## src/rtl/cst_pkg.sv

```systemverilog
// ---------------------------------------------------------------------------
// cst_pkg: shared types and constants of the cyclometer tracker
// Transaction payloads, configuration layout, sequencer states, divider
// request and response groups, and the MET step table.
// ---------------------------------------------------------------------------
package cst_pkg;

  // Configuration register indexes.
  localparam logic [2:0] CFG_WHEEL_CIRC  = 3'd0;
  localparam logic [2:0] CFG_RIDER_KG    = 3'd1;
  localparam logic [2:0] CFG_DEBOUNCE    = 3'd2;
  localparam logic [2:0] CFG_STOP_TMO    = 3'd3;
  localparam logic [2:0] CFG_UPD_PERIOD  = 3'd4;

  // Configuration reset values.
  localparam logic [11:0] RST_WHEEL_CIRC = 12'd2100;
  localparam logic [7:0]  RST_RIDER_KG   = 8'd55;
  localparam logic [9:0]  RST_DEBOUNCE   = 10'd50;
  localparam logic [15:0] RST_STOP_TMO   = 16'd2000;
  localparam logic [15:0] RST_UPD_PERIOD = 16'd1000;

  // Speed in 0.01 km/h is circumference_mm * 360 / period_ms.
  localparam logic [8:0]  SPEED_SCALE = 9'd360;
  localparam logic [15:0] SPEED_MAX   = 16'hFFFF;

  // Divider dividend width: covers circumference * 360 and any ring sum.
  localparam int DIV_W     = 21;
  localparam int DIV_CNT_W = $clog2(DIV_W);

  typedef enum logic [1:0] {
    MODE_READY    = 2'd0,
    MODE_RUNNING  = 2'd1,
    MODE_FINISHED = 2'd2
  } mode_e;

  typedef enum logic [3:0] {
    S_IDLE,
    S_BUTTON,
    S_SENSOR,
    S_SPD_START,
    S_SPD_WAIT,
    S_SPD_STORE,
    S_UPD_CHK,
    S_UPD_STOP,
    S_AVG_SUM,
    S_AVG_DIV,
    S_AVG_WAIT,
    S_AVG_DONE,
    S_ENERGY,
    S_OUT
  } state_e;

  typedef struct packed {
    logic sensor_low;
    logic button_press;
  } in_item_t;

  typedef struct packed {
    logic [1:0]  session_mode;
    logic [15:0] current_speed;
    logic [15:0] smoothed_speed;
    logic [15:0] peak_speed;
    logic [15:0] session_avg_speed;
    logic [31:0] energy_units;
    logic        new_sample;
  } out_item_t;

  typedef struct packed {
    logic [2:0]  index;
    logic [15:0] value;
  } cfg_write_t;

  typedef struct packed {
    logic [11:0] wheel_circumference_mm;
    logic [7:0]  rider_weight_kg;
    logic [9:0]  debounce_ms;
    logic [15:0] stop_timeout_ms;
    logic [15:0] update_period_ms;
  } cfg_t;

  typedef struct packed {
    logic             start;
    logic [DIV_W-1:0] dividend;
    logic [31:0]      divisor;
  } div_req_t;

  typedef struct packed {
    logic             done;
    logic [DIV_W-1:0] quotient;
  } div_rsp_t;

  // MET step in tenths for an average speed in 0.01 km/h.
  function automatic logic [6:0] met_tenths(logic [15:0] v);
    logic [6:0] m;
    if (v < 16'd500) begin
      m = 7'd25;
    end else if (v < 16'd1000) begin
      m = 7'd40;
    end else if (v < 16'd1500) begin
      m = 7'd60;
    end else if (v < 16'd2000) begin
      m = 7'd80;
    end else if (v < 16'd2500) begin
      m = 7'd100;
    end else begin
      m = 7'd120;
    end
    return m;
  endfunction

endpackage

```

## src/rtl/cst_divider.sv

```systemverilog
// ---------------------------------------------------------------------------
// cst_divider: shared restoring divider
// Unsigned DIV_W-bit dividend over a 32-bit divisor, one quotient bit per
// cycle; done pulses in the cycle after the last step.
// ---------------------------------------------------------------------------
module cst_divider (
  input  logic              clk_i,
  input  logic              rst_ni,
  input  cst_pkg::div_req_t req_i,
  output cst_pkg::div_rsp_t rsp_o
);
  import cst_pkg::*;

  logic                 busy_q;
  logic                 done_q;
  logic [DIV_CNT_W-1:0] cnt_q;
  logic [DIV_W-1:0]     rem_q;
  logic [DIV_W-1:0]     quo_q;
  logic [31:0]          dvs_q;

  logic [DIV_W:0]       trial;
  logic                 ge;
  logic [DIV_W:0]       diff;

  // The partial remainder never exceeds the dividend, so it fits DIV_W bits.
  assign trial = {rem_q, quo_q[DIV_W-1]};
  assign ge    = 32'(trial) >= dvs_q;
  assign diff  = trial - dvs_q[DIV_W:0];

  always_ff @(posedge clk_i or negedge rst_ni) begin
    if (!rst_ni) begin
      busy_q <= 1'b0;
      done_q <= 1'b0;
      cnt_q  <= '0;
    end else begin
      done_q <= 1'b0;
      if (req_i.start) begin
        busy_q <= 1'b1;
        cnt_q  <= '0;
      end else if (busy_q) begin
        cnt_q <= cnt_q + 1'b1;
        if (cnt_q == DIV_CNT_W'(DIV_W - 1)) begin
          busy_q <= 1'b0;
          done_q <= 1'b1;
        end
      end
    end
  end

  always_ff @(posedge clk_i) begin
    if (req_i.start) begin
      rem_q <= '0;
      quo_q <= req_i.dividend;
      dvs_q <= req_i.divisor;
    end else if (busy_q) begin
      rem_q <= ge ? diff[DIV_W-1:0] : trial[DIV_W-1:0];
      quo_q <= {quo_q[DIV_W-2:0], ge};
    end
  end

  assign rsp_o.done     = done_q;
  assign rsp_o.quotient = quo_q;

endmodule

```

## src/rtl/cst_core.sv

```systemverilog
// ---------------------------------------------------------------------------
// cst_core: tick sequencer and session datapath
// Walks one tick through button, sensor, speed and periodic update steps,
// sharing one divider for the speed and the ring average.
// ---------------------------------------------------------------------------
module cst_core #(
  parameter int RING_DEPTH = 5
) (
  input  logic               clk_i,
  input  logic               rst_ni,
  input  cst_pkg::cfg_t      cfg_i,
  input  logic               in_valid_i,
  input  cst_pkg::in_item_t  in_item_i,
  output logic               in_ready_o,
  output logic               res_valid_o,
  output cst_pkg::out_item_t res_item_o,
  input  logic               res_ready_i
);
  import cst_pkg::*;

  localparam int PTR_W = (RING_DEPTH > 1) ? $clog2(RING_DEPTH) : 1;
  localparam int CNT_W = $clog2(RING_DEPTH + 1);
  localparam int SUM_W = 16 + CNT_W;

  state_e state_q, state_d;
  mode_e  mode_q;

  logic [31:0]      time_q;
  logic [31:0]      edge_time_q;
  logic             edge_valid_q;
  logic [31:0]      deb_time_q;
  logic             magnet_q;
  logic [15:0]      ring_q [RING_DEPTH];
  logic [PTR_W-1:0] ptr_q;
  logic [15:0]      speed_now_q;
  logic [15:0]      smooth_q;
  logic [15:0]      peak_q;
  logic [15:0]      sess_q;
  logic [31:0]      energy_q;
  logic [31:0]      last_upd_q;
  logic             sensor_q;
  logic             press_q;
  logic             sample_q;
  logic             for_session_q;
  logic [SUM_W-1:0] sum_q;
  logic [CNT_W-1:0] cnt_q;
  logic [PTR_W-1:0] scan_q;
  logic [15:0]      val_q;
  logic [14:0]      add_q;

  logic [20:0]      num;
  logic [31:0]      delta;
  logic             edge_seen;
  logic             deb_ok;
  logic             upd_due;
  logic             stopped;
  logic             scan_last;
  logic [15:0]      quot_sat;
  logic [32:0]      esum;
  div_req_t         div_req;
  div_rsp_t         div_rsp;

  assign num       = DIV_W'(cfg_i.wheel_circumference_mm) * DIV_W'(SPEED_SCALE);
  assign delta     = time_q - edge_time_q;
  assign edge_seen = sensor_q && !magnet_q;
  assign deb_ok    = (time_q - deb_time_q) > 32'(cfg_i.debounce_ms);
  assign upd_due   = (time_q - last_upd_q) >= 32'(cfg_i.update_period_ms);
  assign stopped   = !edge_valid_q || (delta > 32'(cfg_i.stop_timeout_ms));
  assign scan_last = scan_q == PTR_W'(RING_DEPTH - 1);
  assign quot_sat  = (|div_rsp.quotient[DIV_W-1:16]) ? SPEED_MAX
                                                     : div_rsp.quotient[15:0];
  assign esum      = {1'b0, energy_q} + 33'(add_q);

  cst_divider u_div (
    .clk_i  (clk_i),
    .rst_ni (rst_ni),
    .req_i  (div_req),
    .rsp_o  (div_rsp)
  );

  always_ff @(posedge clk_i or negedge rst_ni) begin
    if (!rst_ni) begin
      state_q <= S_IDLE;
    end else begin
      state_q <= state_d;
    end
  end

  always_comb begin
    state_d          = state_q;
    in_ready_o       = 1'b0;
    res_valid_o      = 1'b0;
    div_req.start    = 1'b0;
    div_req.dividend = num;
    div_req.divisor  = delta;
    unique case (state_q)
      S_IDLE: begin
        in_ready_o = 1'b1;
        if (in_valid_i) begin
          state_d = S_BUTTON;
        end
      end
      S_BUTTON: begin
        if (press_q && mode_q == MODE_RUNNING) begin
          state_d = S_AVG_SUM;
        end else begin
          state_d = S_SENSOR;
        end
      end
      S_SENSOR: begin
        if (mode_q == MODE_RUNNING && edge_seen && deb_ok && edge_valid_q) begin
          state_d = S_SPD_START;
        end else begin
          state_d = S_UPD_CHK;
        end
      end
      S_SPD_START: begin
        if (num != '0 && delta != '0) begin
          div_req.start = 1'b1;
          state_d       = S_SPD_WAIT;
        end else begin
          state_d = S_SPD_STORE;
        end
      end
      S_SPD_WAIT: begin
        if (div_rsp.done) begin
          state_d = S_SPD_STORE;
        end
      end
      S_SPD_STORE: state_d = S_UPD_CHK;
      S_UPD_CHK: begin
        if (mode_q == MODE_RUNNING && upd_due) begin
          state_d = S_UPD_STOP;
        end else begin
          state_d = S_OUT;
        end
      end
      S_UPD_STOP: state_d = S_AVG_SUM;
      S_AVG_SUM: begin
        if (scan_last) begin
          state_d = S_AVG_DIV;
        end
      end
      S_AVG_DIV: begin
        div_req.dividend = DIV_W'(sum_q);
        div_req.divisor  = 32'(cnt_q);
        if (cnt_q != '0) begin
          div_req.start = 1'b1;
          state_d       = S_AVG_WAIT;
        end else begin
          state_d = S_AVG_DONE;
        end
      end
      S_AVG_WAIT: begin
        if (div_rsp.done) begin
          state_d = S_AVG_DONE;
        end
      end
      S_AVG_DONE: state_d = for_session_q ? S_OUT : S_ENERGY;
      S_ENERGY:   state_d = S_OUT;
      S_OUT: begin
        res_valid_o = 1'b1;
        if (res_ready_i) begin
          state_d = S_IDLE;
        end
      end
      default: state_d = S_IDLE;
    endcase
  end

  always_ff @(posedge clk_i or negedge rst_ni) begin
    if (!rst_ni) begin
      mode_q        <= MODE_READY;
      time_q        <= '0;
      edge_time_q   <= '0;
      edge_valid_q  <= 1'b0;
      deb_time_q    <= '0;
      magnet_q      <= 1'b0;
      for (int i = 0; i < RING_DEPTH; i++) begin
        ring_q[i] <= '0;
      end
      ptr_q         <= '0;
      speed_now_q   <= '0;
      smooth_q      <= '0;
      peak_q        <= '0;
      sess_q        <= '0;
      energy_q      <= '0;
      last_upd_q    <= '0;
      sensor_q      <= 1'b0;
      press_q       <= 1'b0;
      sample_q      <= 1'b0;
      for_session_q <= 1'b0;
      sum_q         <= '0;
      cnt_q         <= '0;
      scan_q        <= '0;
      val_q         <= '0;
      add_q         <= '0;
    end else begin
      case (state_q)
        S_IDLE: begin
          if (in_valid_i) begin
            time_q   <= time_q + 32'd1;
            sensor_q <= in_item_i.sensor_low;
            press_q  <= in_item_i.button_press;
            sample_q <= 1'b0;
          end
        end
        S_BUTTON: begin
          sum_q         <= '0;
          cnt_q         <= '0;
          scan_q        <= '0;
          for_session_q <= 1'b1;
          if (press_q) begin
            unique case (mode_q)
              MODE_READY: begin
                mode_q       <= MODE_RUNNING;
                energy_q     <= '0;
                speed_now_q  <= '0;
                smooth_q     <= '0;
                peak_q       <= '0;
                sess_q       <= '0;
                edge_valid_q <= 1'b0;
                for (int i = 0; i < RING_DEPTH; i++) begin
                  ring_q[i] <= '0;
                end
              end
              MODE_RUNNING: mode_q <= MODE_FINISHED;
              default:      mode_q <= MODE_READY;
            endcase
          end
        end
        S_SENSOR: begin
          if (mode_q == MODE_RUNNING) begin
            if (edge_seen) begin
              magnet_q <= 1'b1;
              if (deb_ok) begin
                deb_time_q <= time_q;
                // With a prior edge the speed step records this edge itself.
                if (!edge_valid_q) begin
                  edge_time_q  <= time_q;
                  edge_valid_q <= 1'b1;
                end
              end
            end else if (!sensor_q) begin
              magnet_q <= 1'b0;
            end
          end
        end
        S_SPD_START: begin
          edge_time_q  <= time_q;
          edge_valid_q <= 1'b1;
          val_q        <= (num == '0) ? 16'd0 : SPEED_MAX;
        end
        S_SPD_WAIT: begin
          if (div_rsp.done) begin
            val_q <= quot_sat;
          end
        end
        S_SPD_STORE: begin
          speed_now_q   <= val_q;
          ring_q[ptr_q] <= val_q;
          ptr_q         <= (ptr_q == PTR_W'(RING_DEPTH - 1)) ? '0 : ptr_q + 1'b1;
          sample_q      <= 1'b1;
        end
        S_UPD_CHK: begin
          if (mode_q == MODE_RUNNING && upd_due) begin
            last_upd_q <= time_q;
          end
        end
        S_UPD_STOP: begin
          if (stopped) begin
            speed_now_q <= '0;
          end
          for_session_q <= 1'b0;
          sum_q         <= '0;
          cnt_q         <= '0;
          scan_q        <= '0;
        end
        S_AVG_SUM: begin
          if (ring_q[scan_q] != '0) begin
            sum_q <= sum_q + SUM_W'(ring_q[scan_q]);
            cnt_q <= cnt_q + 1'b1;
          end
          if (!scan_last) begin
            scan_q <= scan_q + 1'b1;
          end
        end
        S_AVG_DIV: begin
          val_q <= '0;
        end
        S_AVG_WAIT: begin
          if (div_rsp.done) begin
            val_q <= div_rsp.quotient[15:0];
          end
        end
        S_AVG_DONE: begin
          if (for_session_q) begin
            sess_q <= val_q;
          end else begin
            smooth_q <= val_q;
            if (val_q > peak_q) begin
              peak_q <= val_q;
            end
            add_q <= 15'(met_tenths(val_q)) * 15'(cfg_i.rider_weight_kg);
          end
        end
        S_ENERGY: begin
          energy_q <= esum[32] ? 32'hFFFF_FFFF : esum[31:0];
        end
        default: begin
        end
      endcase
    end
  end

  assign res_item_o.session_mode      = mode_q;
  assign res_item_o.current_speed     = speed_now_q;
  assign res_item_o.smoothed_speed    = smooth_q;
  assign res_item_o.peak_speed        = peak_q;
  assign res_item_o.session_avg_speed = sess_q;
  assign res_item_o.energy_units      = energy_q;
  assign res_item_o.new_sample        = sample_q;

endmodule
```

## config.mk

```make
export PLATFORM = sky130hd
export DESIGN_NAME = cst_core
export DESIGN_NICKNAME = d
export VERILOG_FILES = /design/src/rtl/cst_pkg.sv /design/src/rtl/cst_divider.sv /design/src/rtl/cst_core.sv
export SDC_FILE = /design/constraint.sdc
export NUM_CORES = 1
export LEC_CHECK = 0
export BUFFER_PORTS_ARGS = -buffer_cell sky130_fd_sc_hd__buf_2
export CORE_MARGIN = 5
export CORE_UTILIZATION = 38
export CTS_BUF_LIST = sky130_fd_sc_hd__clkbuf_8
export CTS_CLUSTER_DIAMETER = 120
export DETAILED_ROUTE_END_ITERATION = 10
export GPL_ROUTABILITY_DRIVEN = 1
export HOLD_SLACK_MARGIN = 0.05
export PLACE_DENSITY_LB_ADDON = 0.1
export SLEW_MARGIN = 20
export SYNTH_ARGS = -nofsm -noshare
export SYNTH_HDL_FRONTEND = slang
export SYNTH_HIERARCHICAL = 1
export SYNTH_SLANG_ARGS = --single-unit
export TNS_END_PERCENT = 30
```

## constraint.sdc

```tcl
create_clock -name clk_i -period 7.84 [get_ports clk_i]
set_clock_uncertainty 0.1 [all_clocks]
set_input_delay 1.176 -clock clk_i [delete_from_list [all_inputs] [get_ports clk_i]]
set_output_delay 1.176 -clock clk_i [all_outputs]
set_load 0.01 [all_outputs]
```

==> impl_metrics.tcl <==
set metrics [dict create \
    status "finished, final reports clean" \
    ys_ff_latch 456 \
    clk_pin_slew_ps 60 \
    synthFlopType "dfrtp_1" \
    cts_setup_buffers 0 \
    io_buffers 168 \
    grt-ovfl-total 0 \
    syn_area_sq_um 32800 \
    cts_root_buffer "clkbuf_8" \
    nFillCells 8694 \
    worstSetupPathType "reg -> reg" \
    crit_start "val_q[15]$_DFFE_PN0P_" \
    tritoncts "yes" \
    num_rows 107 \
    wl_um 90700 \
    fin_crit_sh_pct 87.7 \
    cts_resized 0 \
    cp_max_fo 11 \
    syn_to_final_growth_pct 11.8 \
    ant_nets 0 \
    layout-drive-gt1-share_pct 13.1 \
    cts_max_level 3 \
    track_usage_pct 19.1 \
    fin_tns_setup_ps 0 \
    die_x_um 304 \
    power.density_nw_per_um2 370 \
    pwr-share-seq_pct 27.7 \
    startpoint_type "register" \
    pwr-share-comb_pct 54.1 \
    r2r-start "val_q[15]$_DFFE_PN0P_" \
    dieArea_sq_um 92200 \
    finalNetCount 4219 \
    final_core_util_pct 42.9 \
    async_reset_ff_share_pct 83.8 \
    syn_inst 3677 \
    synth.area.top_cells "dfrtp_1 (29%), ha_1 (11%), edfxtp_1 (4.9%), nand2_1 (4.8%), o21ai_0 (4.0%)" \
    regArea_sq_um 11600 \
    grt_pass1_wl_um 146000 \
    power.internal_w 0.00760 \
    avgViaCountPerCell 5.25 \
    worstRegToRegCells 22 \
    chipHeight_um 304 \
    ir_worst_vdd_v 0.000208 \
    ys_seq_area_share_pct 35.3 \
    cts.sinks 456 \
    p_sw_share_pct 44.0 \
    cts-buffers-inserted 90 \
    antenna_found_initial 4 \
    initial_utilization_pct 38.4 \
    required_ps 8280 \
    yosysUniqueCellTypes 96 \
    r2r-end "add_q[13]$_DFFE_PN0P_" \
    timing.final.crit_period_ps 6880 \
    fmax_mhz 145 \
    fin_ws_ps 963 \
    boundaryPins 169 \
    yosysTopAreaCell "dfrtp_1" \
    drv_slew 0 \
    synthesis.nets 4072 \
    coreArea_sq_um 85400 \
    hold_class "in -> async" \
    drt_pre_antenna_iters 6 \
    dp_hpwl_um 67100 \
    p_sw_w 0.00597 \
    cts_buffer_depth 3 \
    route.vias.total 26444 \
    first_global_vias 26268 \
    wire_per_inst_um 18.0 \
    worst_pin_slew_ps 1030 \
    avgSynthCellArea_sq_um 8.91 \
    setup_viol 0 \
    cts_hold_buf 0 \
    crit_arrival_ps 7320 \
    dpl_worst_slack_ps 1050 \
    reg2reg_setup_slack_ps 960 \
    ys_warn_count 6 \
    post-route-drc-count 0 \
    synth_edf_count 53 \
    clkLatencyLatePin_ps 730 \
    hold_viol_final 0 \
    clkPwrFrac_pct 18.2 \
    drv_cap 0 \
    gp_congestion 0.846 \
    synthDominantCellAreaShare_pct 29.2 \
    rsz0062_at_grt "no" \
    multi_input_area_sq_um 19300 \
    grt_max_degree 141 \
    slew_headroom_pct 31.2 \
    end_kind "register" \
    p_leak_nw 17.6 \
    drt_iter0_drc 1420 \
]
==> worst max path at each step <==
stage | endpoint | cells after the start
global placement | add_q[14]$_DFFE_PN0P_ | 22
CTS | add_q[13]$_DFFE_PN0P_ | 22
finish | add_q[13]$_DFFE_PN0P_ | 22
global route | add_q[13]$_DFFE_PN0P_ | 22
floorplan | u_div/quo_q[0]$_DFFE_PP_ | 21
detailed placement | add_q[13]$_DFFE_PN0P_ | 22
==> registers in the layout (all words and copies together), names as in the netlist, 19 cells and up <==
| signal | cells |
|---|---|
| u_div/rem_q | 21 |
| time_q | 32 |
| ring_q | 80 |
| u_div/quo_q | 21 |
| sum_q | 19 |
| u_div/dvs_q | 32 |
| energy_q | 32 |
| deb_time_q | 32 |
| edge_time_q | 32 |
| last_upd_q | 32 |
==> cell type report <==
class / count / area share [%]
multi-input cells: 2740 / 52.8
flip-flops and latches: 456 / 31.6
clock buffers: 108 / 4.06
well taps: 1144 / 3.91
repair buffers: 214 / 3.33
inverters: 322 / 3.30
clock inverters: 53 / 0.987
diodes: 4 / 0.0273
==> through the flow <==
stage	area (sq um)	cells	hold WS [ps]	power (W)
floorplan	32800	3677	343	0.00913
global placement	34800	4876	358	0.0111
detailed placement	34800	4876	366	0.0112
CTS	36600	5037	332	0.0137
global route	36600	5038	344	0.0148
finish	36600	5041	333	0.0136
==> synth_stat cells, types with 12 or more instances <==
cell,instances
mux2_4,31
or3_1,15
o21ai_0,260
a311oi_1,16
nor2_1,241
or4_1,12
xnor2_1,105
nand2b_1,25
a31oi_1,23
nand2_1,419
o31ai_1,19
and3_1,34
fa_1,45
a22o_1,32
xor2_1,64
a211oi_1,41
mux2i_1,50
clkbuf_1,131
nor2b_1,34
o22ai_1,28
mux2_2,94
nor4_1,24
o21a_1,46
o211ai_1,20
dfxtp_1,21
a21oi_1,219
ha_1,282
inv_1,321
nand4_1,53
and2_1,65
edfxtp_1,53
o21bai_1,19
a21o_1,68
nor3_1,58
nand3_1,125
dfrtp_1,382
==> layer usage <==
metal	global-route usage [%]	wire length, um	share of wire, %	vias to the layer above
li1	-	-	-	13311
met1	27.4	44200	49	12539
met2	29.7	39600	44	484
met3	4.34	5290	5.8	108
met4	4.05	1580	1.7	2
met5	0	13	0.014	-
==> logic make-up (layout without fill, tap and decap cells) <==
group,after synthesis,count (layout),share of synthesized area [%]
DFF,456,456,35.3
AOI/OAI and AO/OA,901,901,17.6
muxes,176,176,6.21
and+or+nand+nor,1166,1166,17.0
buffers and inverters,481,697,5.85
other,0,4,0
xor gates and xnor gates,170,170,4.57
adders and majority gates,327,327,13.5
==> cells in the final DEF (no fill, tap or decap), types with 21 or more instances in the layout <==
cell type  count
nand2_1      418
dfrtp_1      382
inv_1        358
ha_1         282
o21ai_0      259
nor2_1       239
a21oi_1      219
buf_2        167
nand3_1      125
clkbuf_8     108
xnor2_1      105
mux2_2        94
a21o_1        68
and2_1        65
xor2_1        64
nor3_1        54
nand4_1       53
edfxtp_1      53
mux2i_1       50
o21a_1        46
fa_1          45
buf_4         44
a211oi_1      41
nor2b_1       34
and3_1        34
a22o_1        32
mux2_4        31
o22ai_1       27
nand2b_1      25
a31oi_1       23
nor4_1        22
dfxtp_1       21
==> critical path, cell delays in order, from the launching register on <==
cell      delay [ps]
dfrtp_1          530
or4_1            710
or2_1            320
a211o_1          410
a21oi_1          480
nand2_1          150
fa_1             510
fa_1             560
inv_1             60
fa_1             530
inv_1             60
fa_1             530
inv_1             40
ha_1             320
a21oi_1          210
o21bai_1          90
a21oi_1          210
o21ai_0          120
a21oi_1          240
o21bai_1          90
a21oi_1          180
xor2_1           170
o21ai_0           90
==> power groups by stage <==
stage	Sequential, W	Combinational (W)	Clock [W]
floorplan	0.00363	0.00550	0
global placement	0.00379	0.00735	0
detailed placement	0.00380	0.00736	0
CTS	0.00376	0.00740	0.00258
global route	0.00385	0.00830	0.00269
finish	0.00376	0.00734	0.00247
No activity file was read; power rests on OpenSTA's default activity.
